## config.mk

```make
export PLATFORM = sky130hd
export DESIGN_NAME = stbc_ctrl
export DESIGN_NICKNAME = d
export VERILOG_FILES = /design/src/stbc_pkg.sv /design/src/stbc_ctrl.sv
export SDC_FILE = /design/constraint.sdc
export NUM_CORES = 1
export LEC_CHECK = 0
export BUFFER_PORTS_ARGS = -buffer_cell sky130_fd_sc_hd__buf_2
export CAP_MARGIN = 20
export CORE_AREA = 2 2 39 41
export CTS_BUF_LIST = sky130_fd_sc_hd__clkbuf_4
export CTS_CLUSTER_DIAMETER = 60
export DETAILED_ROUTE_END_ITERATION = 7
export DIE_AREA = 0 0 41 43
export GPL_TIMING_DRIVEN = 0
export PLACE_DENSITY_LB_ADDON = 0.2
export SLEW_MARGIN = 25
export SYNTH_ARGS = -nofsm -noshare
export SYNTH_HDL_FRONTEND = slang
export SYNTH_SLANG_ARGS = --single-unit
```

## constraint.sdc

```tcl
create_clock -name clk -period 1.3 [get_ports clk]
set_input_delay 0.065 -clock clk [delete_from_list [all_inputs] [get_ports clk]]
set_output_delay 0.065 -clock clk [all_outputs]
set_load 0.01 [all_outputs]
```

## src/stbc_pkg.sv

```systemverilog
package stbc_pkg;

  // Defaults for the top-level parameters.
  localparam int SPRITES_DEF   = 256;
  localparam int SIZE_BITS_DEF = 12;

  // Fixed field widths.
  localparam int CMD_W      = 2;
  localparam int SLOT_W     = 10;
  localparam int COORD_W    = 12;
  localparam int ANCHOR_W   = 4;
  localparam int POS_W      = 16;
  localparam int SHEET_W    = 13;
  localparam int STATUS_W   = 2;
  localparam int CFG_IDX_W  = 3;
  localparam int CFG_DATA_W = 16;

  // Command codes.
  localparam logic [CMD_W-1:0] CMD_DEFINE  = 2'd0;
  localparam logic [CMD_W-1:0] CMD_HOTSPOT = 2'd1;
  localparam logic [CMD_W-1:0] CMD_DRAW    = 2'd2;

  // Status codes.
  localparam logic [STATUS_W-1:0] STAT_OK       = 2'd0;
  localparam logic [STATUS_W-1:0] STAT_BAD_SLOT = 2'd1;
  localparam logic [STATUS_W-1:0] STAT_BAD_RECT = 2'd2;

  // Configuration register indexes.
  localparam logic [CFG_IDX_W-1:0] REG_CLIP_LEFT    = 3'd0;
  localparam logic [CFG_IDX_W-1:0] REG_CLIP_TOP     = 3'd1;
  localparam logic [CFG_IDX_W-1:0] REG_CLIP_RIGHT   = 3'd2;
  localparam logic [CFG_IDX_W-1:0] REG_CLIP_BOTTOM  = 3'd3;
  localparam logic [CFG_IDX_W-1:0] REG_SHEET_WIDTH  = 3'd4;
  localparam logic [CFG_IDX_W-1:0] REG_SHEET_HEIGHT = 3'd5;

  typedef struct packed {
    logic [CMD_W-1:0]        command;
    logic [SLOT_W-1:0]       sprite_slot;
    logic [COORD_W-1:0]      src_left;
    logic [COORD_W-1:0]      src_top;
    logic [COORD_W-1:0]      src_width;
    logic [COORD_W-1:0]      src_height;
    logic [ANCHOR_W-1:0]     anchor;
    logic signed [POS_W-1:0] pos_x;
    logic signed [POS_W-1:0] pos_y;
  } stbc_item_t;

  typedef struct packed {
    logic [STATUS_W-1:0]     status;
    logic                    blit_valid;
    logic [COORD_W-1:0]      blit_src_x;
    logic [COORD_W-1:0]      blit_src_y;
    logic [COORD_W-1:0]      blit_width;
    logic [COORD_W-1:0]      blit_height;
    logic signed [POS_W-1:0] dest_x;
    logic signed [POS_W-1:0] dest_y;
  } stbc_result_t;

  // Step commands from the controller to the datapath.
  typedef struct packed {
    logic clear;
    logic load;
    logic mem_rd;
    logic calc1;
    logic calc2;
    logic calc3;
  } stbc_cmd_t;

  // Status from the datapath to the controller.
  typedef struct packed {
    logic clear_last;
  } stbc_stat_t;

endpackage

```

## src/stbc_ctrl.sv

```systemverilog
module stbc_ctrl (
  input  logic               clk,
  input  logic               rst,
  input  logic               start,
  input  stbc_pkg::stbc_stat_t stat,
  output stbc_pkg::stbc_cmd_t  cmd,
  output logic               busy,
  output logic               done
);
  import stbc_pkg::*;

  typedef enum logic [5:0] {
    S_CLEAR = 6'b000001,
    S_IDLE  = 6'b000010,
    S_READ  = 6'b000100,
    S_CALC1 = 6'b001000,
    S_CALC2 = 6'b010000,
    S_CALC3 = 6'b100000
  } state_t;

  state_t state, state_next;

  always_ff @(posedge clk) begin
    if (rst) begin
      state <= S_CLEAR;
      done  <= 1'b0;
    end else begin
      state <= state_next;
      done  <= (state == S_CALC3);
    end
  end

  always_comb begin
    cmd        = '0;
    state_next = state;
    unique case (state)
      S_CLEAR: begin
        cmd.clear = 1'b1;
        if (stat.clear_last) begin
          state_next = S_IDLE;
        end
      end
      S_IDLE: begin
        if (start) begin
          cmd.load   = 1'b1;
          state_next = S_READ;
        end
      end
      S_READ: begin
        cmd.mem_rd = 1'b1;
        state_next = S_CALC1;
      end
      S_CALC1: begin
        cmd.calc1  = 1'b1;
        state_next = S_CALC2;
      end
      S_CALC2: begin
        cmd.calc2  = 1'b1;
        state_next = S_CALC3;
      end
      S_CALC3: begin
        cmd.calc3  = 1'b1;
        state_next = S_IDLE;
      end
      default: begin
        state_next = S_CLEAR;
      end
    endcase
  end

  assign busy = (state != S_IDLE);

endmodule

```

==> metrics.md, run 1 <==
| Metric | Value |
|---|---|
| Outcome | `finished, violations left` |
| Failing checks | `setup timing` |
| Switch share | `0.3111` |
| Clock root buffer | `clkbuf_4` |
| Xor/xnor share of the synthesized area | `0.02518` |
| Netlist Area Pre-Place | `347.8 um2` |
| Layout cell share with drive strength beyond 1 | `0.5424` |
| Clock Path Buffers | `2` |
| Die Wd | `41 um` |
| Remaining global-route overflow | `0` |
| Crit-path leading delay family | `simple AND/OR/NAND/NOR gates` |
| LEAKAGE | `0.2789 nW` |
| Top cells by instance count after synthesis | `dfxtp_1, nor2_1, inv_1` |
| Register Area | `150.1 um2` |
| Syn_area_per_cell | `8.919 um2` |
| Design Area, Final | `539.3 um2` |
| Worst hold path class | `in -> reg` |
| Worst hold path depth | `3` |
| Total track usage | `0.1226` |
| Fin crit share | `1.067` |
| Initial antenna violation count | `0` |
| Worst path cell trace | `nor4_4 > nand3b_1 > inv_2 > buf_6` |
| Hold_ws | `0.06188 ns` |
| Worst EP required | `1.24 ns` |
| Ys async rst share | `0` |
| Largest net degree at the start of global routing | `7` |
| Cell taking the most area after synthesis | `dfxtp_1` |
| Post-synthesis sequential area ratio | `0.4029` |
| N_diodes | `0` |
| Vias in the first global route | `310` |
| CTS Sinks | `7` |
| VDD IR max | `0.4867 mV` |
| Routed wire per std cell | `12.24 um` |
| TNS Setup | `-0.1117 ns` |
| DRC viols | `0` |
| Vias | `331` |
| Adder-cell share of the synthesized area | `0` |
| Worst reg2reg setup slack | `0 ns` |
| Area of the multi-input gates | `221.5 um2` |
| Worst Setup Path Type | `reg -> out` |
| Synth Area in Compound Gates | `0.08633` |
| Worst path arrival time | `1.32 ns` |
| Largest family of logic cells by synthesized area | `simple AND/OR/NAND/NOR gates` |
| Max Fclk | `720.7 MHz` |
| Nets | `64` |
| Cells on worst reg2reg path | `5` |
| Synth Area in Simple Gates | `0.4317` |
| Post-synth EDFFs | `0` |
| CTS tree | `yes` |
| Net Switching | `0.1895 mW` |
| Vias per cell | `4.413` |
| Synth cell types | `19` |
| Synth-to-layout area growth | `55.04%` |
| R2R Path Start | `state[1]$_SDFFE_PP0P_` |
| Pint | `0.4197 mW` |
| Post-DP Area | `422.9 um2` |
| Routed Antenna Nets | `0` |
| Worst Hold Launch | `start` |
| Pre-CTS setup slack | `-0.02049 ns` |
| Worst Hold End | `state[2]$_SDFFE_PP0P_` |
| Drt pass-1 iters | `1` |
| Crit path time final | `1.388 ns` |
| First-pass GRT wire length | `1373 um` |
| Drt total wl | `918 um` |
| Synth top area cells | `dfxtp_1, nor2_1, nor4_4, inv_1, nand3b_1` |
| Worst-Skew Late Latency | `0.25 ns` |
| Yosys reg bits | `7` |
| Clk pin slew, worst setup/hold paths | `0.06 ns` |
| First-iteration detailed-routing DRC count | `0` |
| Max-Slew Margin vs Limit | `0.8105` |
| Clk_skew | `0.008498 ns` |
| Placer Congestion | `0.7088` |
| Post-synthesis mux area share | `0` |
| Fillers | `145` |
| Pwr/cell area | `1130 nW/um2` |
| Row Count | `14` |
| Clock network fraction of total power | `0.329` |
| Worst Setup Slack, final | `-0.08757 ns` |
| Top FF cell, synth | `dfxtp_1` |
| Total number of yosys warnings | `0` |
| Comb pwr share | `0.242` |
| Core area | `1384 um2` |
| Max incr delay on CP | `0.38 ns` |
| Synth Instances | `39` |
| Worst-path maximum fanout | `6` |
| Synthesized Nets | `43` |
| Area of the die | `1763 um2` |
| Final setup viols | `2` |
| Post-synth top area share | `0.4029` |
| Startpoint types | `flip-flop` |
| Max_cap viols | `0` |
| FF-to-FF End | `done$_SDFF_PP0_` |
| Max-slew violation count | `0` |
| Crit. End Element | `primary output` |
| Flop pwr share | `0.428` |
| Final hold violations | `0` |
| Slowest cell on crit path | `dfxtp_4` |
| H-tree depth | `1` |
| Actual slew at the worst max-slew pin | `0.2842 ns` |
| Port bufs | `11` |
| Unrepaired setup endpoints after global routing | `true` |
| IO Pins | `12` |
| Crit path buffers/inverters | `2` |
| Starting density of the core | `0.2514` |
| Die Height | `43 um` |
| CTS Buf Count | `3` |
[logic make-up (layout without fill, tap and decap cells)]
kind of cell    count (synthesis)  in the layout
simple gates                   21             21
flops                           7              7
compound gates                  5              5
buf+inv                         5             25
xor+xnor                        1              1
[cell usage in the layout, fill, tap and decap left out, drive strengths merged, types with 2 or more instances in the layout]
cell and count:
buf 15, clkbuf 3, dfxtp 7, inv 5, nand2 3, nand3b 2
nor2 7, nor3 2, nor4b 2, o21ai 2
[worst register-to-register path: cells and delay by family (launching register included)]
kind / cells / cell delay, ns
AND/OR/NAND/NOR: 3 / 0.55
flip-flops: 1 / 0.38
buffers and inverters: 2 / 0.30
[layout make-up]
cell class / instances / area share
clock inverters: 1 / 0.009281
repair buffers: 16 / 0.1879
inverters: 5 / 0.03480
flip-flops and latches: 7 / 0.2784
clock buffers: 3 / 0.04176
well taps: 16 / 0.03712
multi-input cells: 27 / 0.4107
[sequential cells by signal, summed over array words and instances, names as in the netlist]
name	count
state	6
done	1
[how the worst max path moves through the flow]
stage,startpoint,end,slack [ns],depth (start not counted)
2_1_floorplan,state[5]$_SDFFE_PP0P_,state[3]$_SDFFE_PP0P_,0.15,4
3_3_place_gp,state[5]$_SDFFE_PP0P_,state[5]$_SDFFE_PP0P_,-0.005,4
3_5_place_dp,state[5]$_SDFFE_PP0P_,state[5]$_SDFFE_PP0P_,-0.02,4
6_report,state[1]$_SDFFE_PP0P_,cmd[0],-0.09,4
4_1_cts,state[2]$_SDFFE_PP0P_,cmd[5],-0.02,4
5_1_grt,state[1]$_SDFFE_PP0P_,cmd[0],-0.15,4
[power groups by stage]
stage	sequential [mW]	clock (mW)	combinational (mW)
floorplan	0.252	0	0.0840
global placement	0.256	0	0.118
detailed placement	0.256	0	0.119
CTS	0.256	0.215	0.132
global route	0.263	0.229	0.163
finish	0.261	0.201	0.148
[what timing repair did]
action	4_1_cts	5_1_grt
pin swaps	3	3
hold buffers	1	0
setup buffers	3	1
endpoints found under the hold margin	2	0
endpoints found under the setup margin	9	10
gates resized for setup	9	7
[per-layer routing]
layer  GRT usage  vias up  share of wire
li1            -      176              -
met1      0.1387      147           0.43
met2      0.1813        8           0.52
met3     0.09424        0          0.048
met4     0.02000        0              0
met5           0        -              0
[through the flow]
stage | std cells | total power [mW] | util
after floorplan | 39 | 0.3358 | -
after global placement | 66 | 0.3737 | 0.3056
after detailed placement | 66 | 0.3747 | 0.3056
after CTS | 74 | 0.6030 | 0.3662
after global routing | 75 | 0.6548 | 0.3897
final | 75 | 0.6091 | 0.3897
Power figures use the tool's default switching activity.
==> inputs of run 2 (changes only) <==
Clock period 1.3 ns to 1.5 ns, I/O delays scaled along.
==> metrics.md, run 2 (same netlist as run 1, synthesis figures left out) <==
| Metric | Value |
|---|---|
| Outcome | `finished clean` |
| Final setup viols | `0 (-2)` |
| Regs by FF count | `state: 6 flops, done: 1 flops` |
| R2R Path Start | `state[3]$_SDFFE_PP0P_` |
| LEAKAGE | `0.2534 nW (-9.1%)` |
| Synth-to-layout area growth | `32.37%` |
| Max Fclk | `720.7 MHz` |
| Clock Path Buffers | `2 (unchanged)` |
| Largest net degree at the start of global routing | `7 (unchanged)` |
| First-pass GRT wire length | `1173 um (-15%)` |
| Core area | `1384 um2 (unchanged)` |
| Vias | `311 (-6.0%)` |
| Finished Layout Cells | `70 (-6.7%)` |
| Area of the die | `1763 um2 (unchanged)` |
| CTS Sinks | `7 (unchanged)` |
| Vias per cell | `4.443 (+0.67%)` |
| DRC viols | `0 (unchanged)` |
| Crit. End Element | `primary output` |
| Postcts setup bufs | `0 (-3)` |
| Remaining global-route overflow | `0 (unchanged)` |
| Startpoint types | `flip-flop` |
| Starting density of the core | `0.2514 (unchanged)` |
| Worst hold path class | `in -> reg` |
| Clk pin slew, worst setup/hold paths | `0.06 ns (about the same)` |
| Crit path time final | `1.388 ns` |
| CTS Buf Count | `3 (unchanged)` |
| Worst-path maximum fanout | `4 (-2)` |
| Worst Hold End | `state[2]$_SDFFE_PP0P_` |
| N_diodes | `0 (unchanged)` |
| Routed Antenna Nets | `0 (unchanged)` |
| CTS tree | `yes` |
| Routed wire per std cell | `10.99 um (-10%)` |
| Row Count | `14 (unchanged)` |
| Worst-Skew Late Latency | `0.26 ns (about the same)` |
| Hold_ws | `0.01076 ns (-0.05112 ns)` |
| Max_cap viols | `0 (unchanged)` |
| TNS Setup | `0 ns (+0.1117 ns)` |
| Die Wd | `41 um (unchanged)` |
| Pre-CTS setup slack | `0.1795 ns (+0.2000 ns)` |
| Drt pass-1 iters | `3 (+2)` |
| Pwr/cell area | `1071 nW/um2 (-5.2%)` |
| Initial antenna violation count | `0 (unchanged)` |
| Most frequent cells in the layout | `buf_2, nor2_1, dfxtp_1` |
| Placer Congestion | `0.7088 (unchanged)` |
| Total Power | `0.4929 mW (-19%)` |
| Clk_skew | `0.01088 ns (+0.002379 ns)` |
| VDD IR max | `0.4208 mV (-14%)` |
| DP Cell Count | `66 (unchanged)` |
| Largest reg by FF count | `state` |
| Total track usage | `0.1055 (-0.01709)` |
| Final hold violations | `0 (unchanged)` |
| Worst hold path depth | `2 (-1)` |
| Max FFs per register | `6 (unchanged)` |
| Clock root buffer | `clkbuf_4` |
| Port bufs | `11 (unchanged)` |
| Vias in the first global route | `266 (-14%)` |
| FF-to-FF End | `state[5]$_SDFFE_PP0P_` |
| Die Height | `43 um (unchanged)` |
| Actual slew at the worst max-slew pin | `0.3115 ns (+0.02727 ns)` |
| Worst Hold Launch | `rst` |
| Drt total wl | `769 um (-16%)` |
| Worst path arrival time | `1.31 ns (about the same)` |
| Worst EP required | `1.42 ns (+0.18 ns)` |
| Max-slew violation count | `0 (unchanged)` |
| First-iteration detailed-routing DRC count | `5 (+5)` |
| Nets | `59 (-7.8%)` |
| H-tree depth | `1 (unchanged)` |
| Layout cell share with drive strength beyond 1 | `0.4074 (-0.1350)` |
| Worst Setup Slack, final | `0.1124 ns (+0.1999 ns)` |
| Unrepaired setup endpoints after global routing | `false` |
| Commonest non-fill, non-tap cell in the layout | `buf_2` |
| Worst reg2reg setup slack | `0.21 ns (+0.21 ns)` |
| IO Pins | `12 (unchanged)` |
| Fin crit share | `0.9251` |
| Max-Slew Margin vs Limit | `0.7902 (-0.02038)` |
| Cells on worst reg2reg path | `4 (-1)` |
| Worst Setup Path Type | `reg -> out` |
-- run 2: metrics by stage --
stage / utilization / area (um2)
floorplan: - / 347.8
global placement: 0.3056 / 422.9
detailed placement: 0.3056 / 422.9
CTS: 0.3255 / 450.4
global route: 0.3327 / 460.4
finish: 0.3327 / 460.4
-- run 2: critical path: stages (launching register included) --
cell and delay (ns):
dfxtp_1 0.36, nor4_4 0.34, nand3b_1 0.17, inv_1 0.07, buf_2 0.12
-- run 2: how the worst max path moves through the flow --
stage / start / end / slack (ns)
floorplan: state[5]$_SDFFE_PP0P_ / state[3]$_SDFFE_PP0P_ / 0.35
finish: state[4]$_SDFFE_PP0P_ / cmd[0] / 0.11
global placement: state[5]$_SDFFE_PP0P_ / state[5]$_SDFFE_PP0P_ / 0.19
global route: state[3]$_SDFFE_PP0P_ / cmd[4] / 0.01
CTS: state[1]$_SDFFE_PP0P_ / cmd[2] / 0.03
detailed placement: state[5]$_SDFFE_PP0P_ / state[5]$_SDFFE_PP0P_ / 0.18
-- run 2: what timing repair did --
action / 4_1_cts / 5_1_grt
hold buffers: 0 / 0
gates resized for setup: 0 / 3
endpoints found under the setup margin: 0 / 3
hold endpoints to repair: 0 / 0
-- run 2: cell type report --
type / count / area (um2)
clock buffers: 3 / 22.52
well taps: 16 / 20.02
clock inverters: 1 / 5.005
fillers: 152 / 923.4
inverters: 5 / 18.77
flip-flops and latches: 7 / 141.4
repair buffers: 11 / 55.05
multi-input cells: 27 / 197.7
-- run 2: power by group --
group | internal [mW] | switching, mW
combinational | 0.0439 | 0.0534
clock | 0.0978 | 0.0781
sequential | 0.198 | 0.0219
-- run 2: metal layers --
layer | track usage | part of all wire | vias to the layer above | routed length, um
met5 | 0 | 0 | - | 0
met2 | 0.1375 | 0.44 | 8 | 335
met4 | 0.02000 | 0 | 0 | 0
met1 | 0.1290 | 0.50 | 137 | 386
met3 | 0.09424 | 0.062 | 0 | 48
li1 | - | - | 166 | -
==> inputs of run 3 (changes only) <==
Settings changed: PLACE_DENSITY_LB_ADDON 0.2 to unset, SLEW_MARGIN 25 to 40.
==> metrics.md, run 3 (same netlist as run 1, synthesis figures left out) <==
| Metric | Value |
|---|---|
| H-tree depth | `1 (unchanged)` |
| Worst-Skew Late Latency | `0.25 ns (about the same)` |
| Largest reg by FF count | `state` |
| Vias per cell | `4.671 (+5.1%)` |
| Row Count | `14 (unchanged)` |
| Comb pwr share | `0.185 (-0.012)` |
| Worst EP required | `1.42 ns (about the same)` |
| Startpoint types | `flip-flop` |
| Max FFs per register | `6 (unchanged)` |
| Total Power | `0.5036 mW (+2.2%)` |
| Total track usage | `0.09778 (-0.007745)` |
| Clk_skew | `0.001747 ns (-0.009129 ns)` |
| First-pass GRT wire length | `1145 um (-2.4%)` |
| Remaining global-route overflow | `0 (unchanged)` |
| Synth-to-layout area growth | `30.58%` |
| Die Height | `43 um (unchanged)` |
| DRC viols | `0 (unchanged)` |
| Clk pin slew, worst setup/hold paths | `0.06 ns (about the same)` |
| Flop pwr share | `0.436 (-0.010)` |
| Routed Antenna Nets | `0 (unchanged)` |
| Unrepaired setup endpoints after global routing | `true` |
| Final Util | `0.3282 (-0.004521)` |
| Port bufs | `11 (unchanged)` |
| Most frequent cells in the layout | `buf_2, nor2_1, dfxtp_1` |
| Worst path arrival time | `1.35 ns (+0.04 ns)` |
| Area of the die | `1763 um2 (unchanged)` |
| Vias in the first global route | `273 (+2.6%)` |
| Max-slew violation count | `0 (unchanged)` |
| Pint | `0.3608 mW (+6.3%)` |
| Outcome | `finished clean` |
| Core area | `1384 um2 (unchanged)` |
| Routed wire per std cell | `9.929 um (-9.6%)` |
| Clock root buffer | `clkbuf_4` |
| Worst Setup Path Type | `reg -> out` |
| Actual slew at the worst max-slew pin | `0.3554 ns (+0.04396 ns)` |
| Starting density of the core | `0.2514 (unchanged)` |
| Regs by FF count | `state: 6 flops, done: 1 flops` |
| Drt pass-1 iters | `4 (+1)` |
| CTS tree | `yes` |
| Max-Slew Margin vs Limit | `0.7597 (-0.03045)` |
| Initial antenna violation count | `0 (unchanged)` |
| Final setup viols | `0 (unchanged)` |
| Worst hold path class | `in -> reg` |
| Max Fclk | `702.0 MHz (-2.6%)` |
| N_diodes | `0 (unchanged)` |
| Crit. End Element | `primary output` |
| Largest net degree at the start of global routing | `7 (unchanged)` |
| Clock Path Buffers | `2 (unchanged)` |
| Die Wd | `41 um (unchanged)` |
| Drt total wl | `695 um (-9.6%)` |
| IO Pins | `12 (unchanged)` |
| Fin crit share | `0.9497 (+0.02459)` |
| CTS Sinks | `7 (unchanged)` |
| Pwr/cell area | `1109 nW/um2 (+3.6%)` |
| Layout cell share with drive strength beyond 1 | `0.3704 (-0.03704)` |
| Vias | `327 (+5.1%)` |
| Clock network fraction of total power | `0.379 (+0.022)` |
| Net Switching | `0.1428 mW (-6.9%)` |
| VDD IR max | `0.6139 mV (+46%)` |
| Placer Congestion | `0.7638 (+7.8%)` |
| Switch share | `0.2835 (-0.02772)` |
| Post-detail-place hpwl | `543.1 um` |
| Finished Layout Cells | `70 (unchanged)` |
| Hold_ws | `0.01862 ns (+0.007857 ns)` |
| Worst-path maximum fanout | `6 (+2)` |
| Final hold violations | `0 (unchanged)` |
| CTS Buf Count | `3 (unchanged)` |
| LEAKAGE | `0.2525 nW (-0.38%)` |
| DP Cell Count | `66 (unchanged)` |
| Post-CTS Hold Fix Bufs | `0 (unchanged)` |
| Max_cap viols | `0 (unchanged)` |
| Crit path time final | `1.425 ns (+0.03688 ns)` |
| First-iteration detailed-routing DRC count | `16 (+11)` |
| Commonest non-fill, non-tap cell in the layout | `buf_2` |
| Nets | `59 (unchanged)` |
| TNS Setup | `0 ns (unchanged)` |
-- run 3: worst max-delay path: stages (launching register included) --
cell	delay, ns
dfxtp_1	0.39
nor4b_1	0.40
nand2_1	0.12
inv_1	0.06
buf_2	0.12
-- run 3: worst paths after layout --
path | depth (start not counted) | start | slack (ns) | end
worst min register to register | 2 | state[5]$_SDFFE_PP0P_ | 0.60 | done$_SDFF_PP0_
worst max register to register | 4 | state[5]$_SDFFE_PP0P_ | 0.24 | state[5]$_SDFFE_PP0P_
worst max-delay path | 4 | state[1]$_SDFFE_PP0P_ | 0.08 | cmd[2]
worst min-delay path | 2 | rst | 0.02 | done$_SDFF_PP0_
-- run 3: layer usage --
metal  part of all wire  vias up  track usage  routed length (um)
met5                  0        -            0                   0
met1               0.43      150       0.1303                 302
li1                   -      166            -                   -
met4                  0        0      0.08667                   0
met3              0.052        0      0.03141                  36
met2               0.51       11       0.1188                 357
-- run 3: layout make-up --
cell class	instances	area, um2
fill	151	929.6
multi-input combinational	27	188.9
sequential	7	141.4
timing repair buffer	11	55.05
clock buffer	4	30.03
tap	16	20.02
inverter	5	18.77
-- run 3: stage by stage --
step	cell area, um2	setup slack (ns)
floorplan	347.8	0.3450
global placement	422.9	0.2578
detailed placement	422.9	0.2475
CTS	452.9	0.02017
global route	454.2	-0.04473
finish	454.2	0.07549
-- run 3: timing repair --
action,in CTS,in global routing
gates resized for setup,0,1
setup endpoints to repair,0,3
buffers inserted,0,0
-- run 3: power by group through the flow --
stage / clock, mW / combinational [mW] / sequential, mW
floorplan: 0 / 0.0728 / 0.218
global placement: 0 / 0.0975 / 0.222
detailed placement: 0 / 0.0979 / 0.223
CTS: 0.200 / 0.0983 / 0.219
global route: 0.208 / 0.104 / 0.223
finish: 0.191 / 0.0932 / 0.220
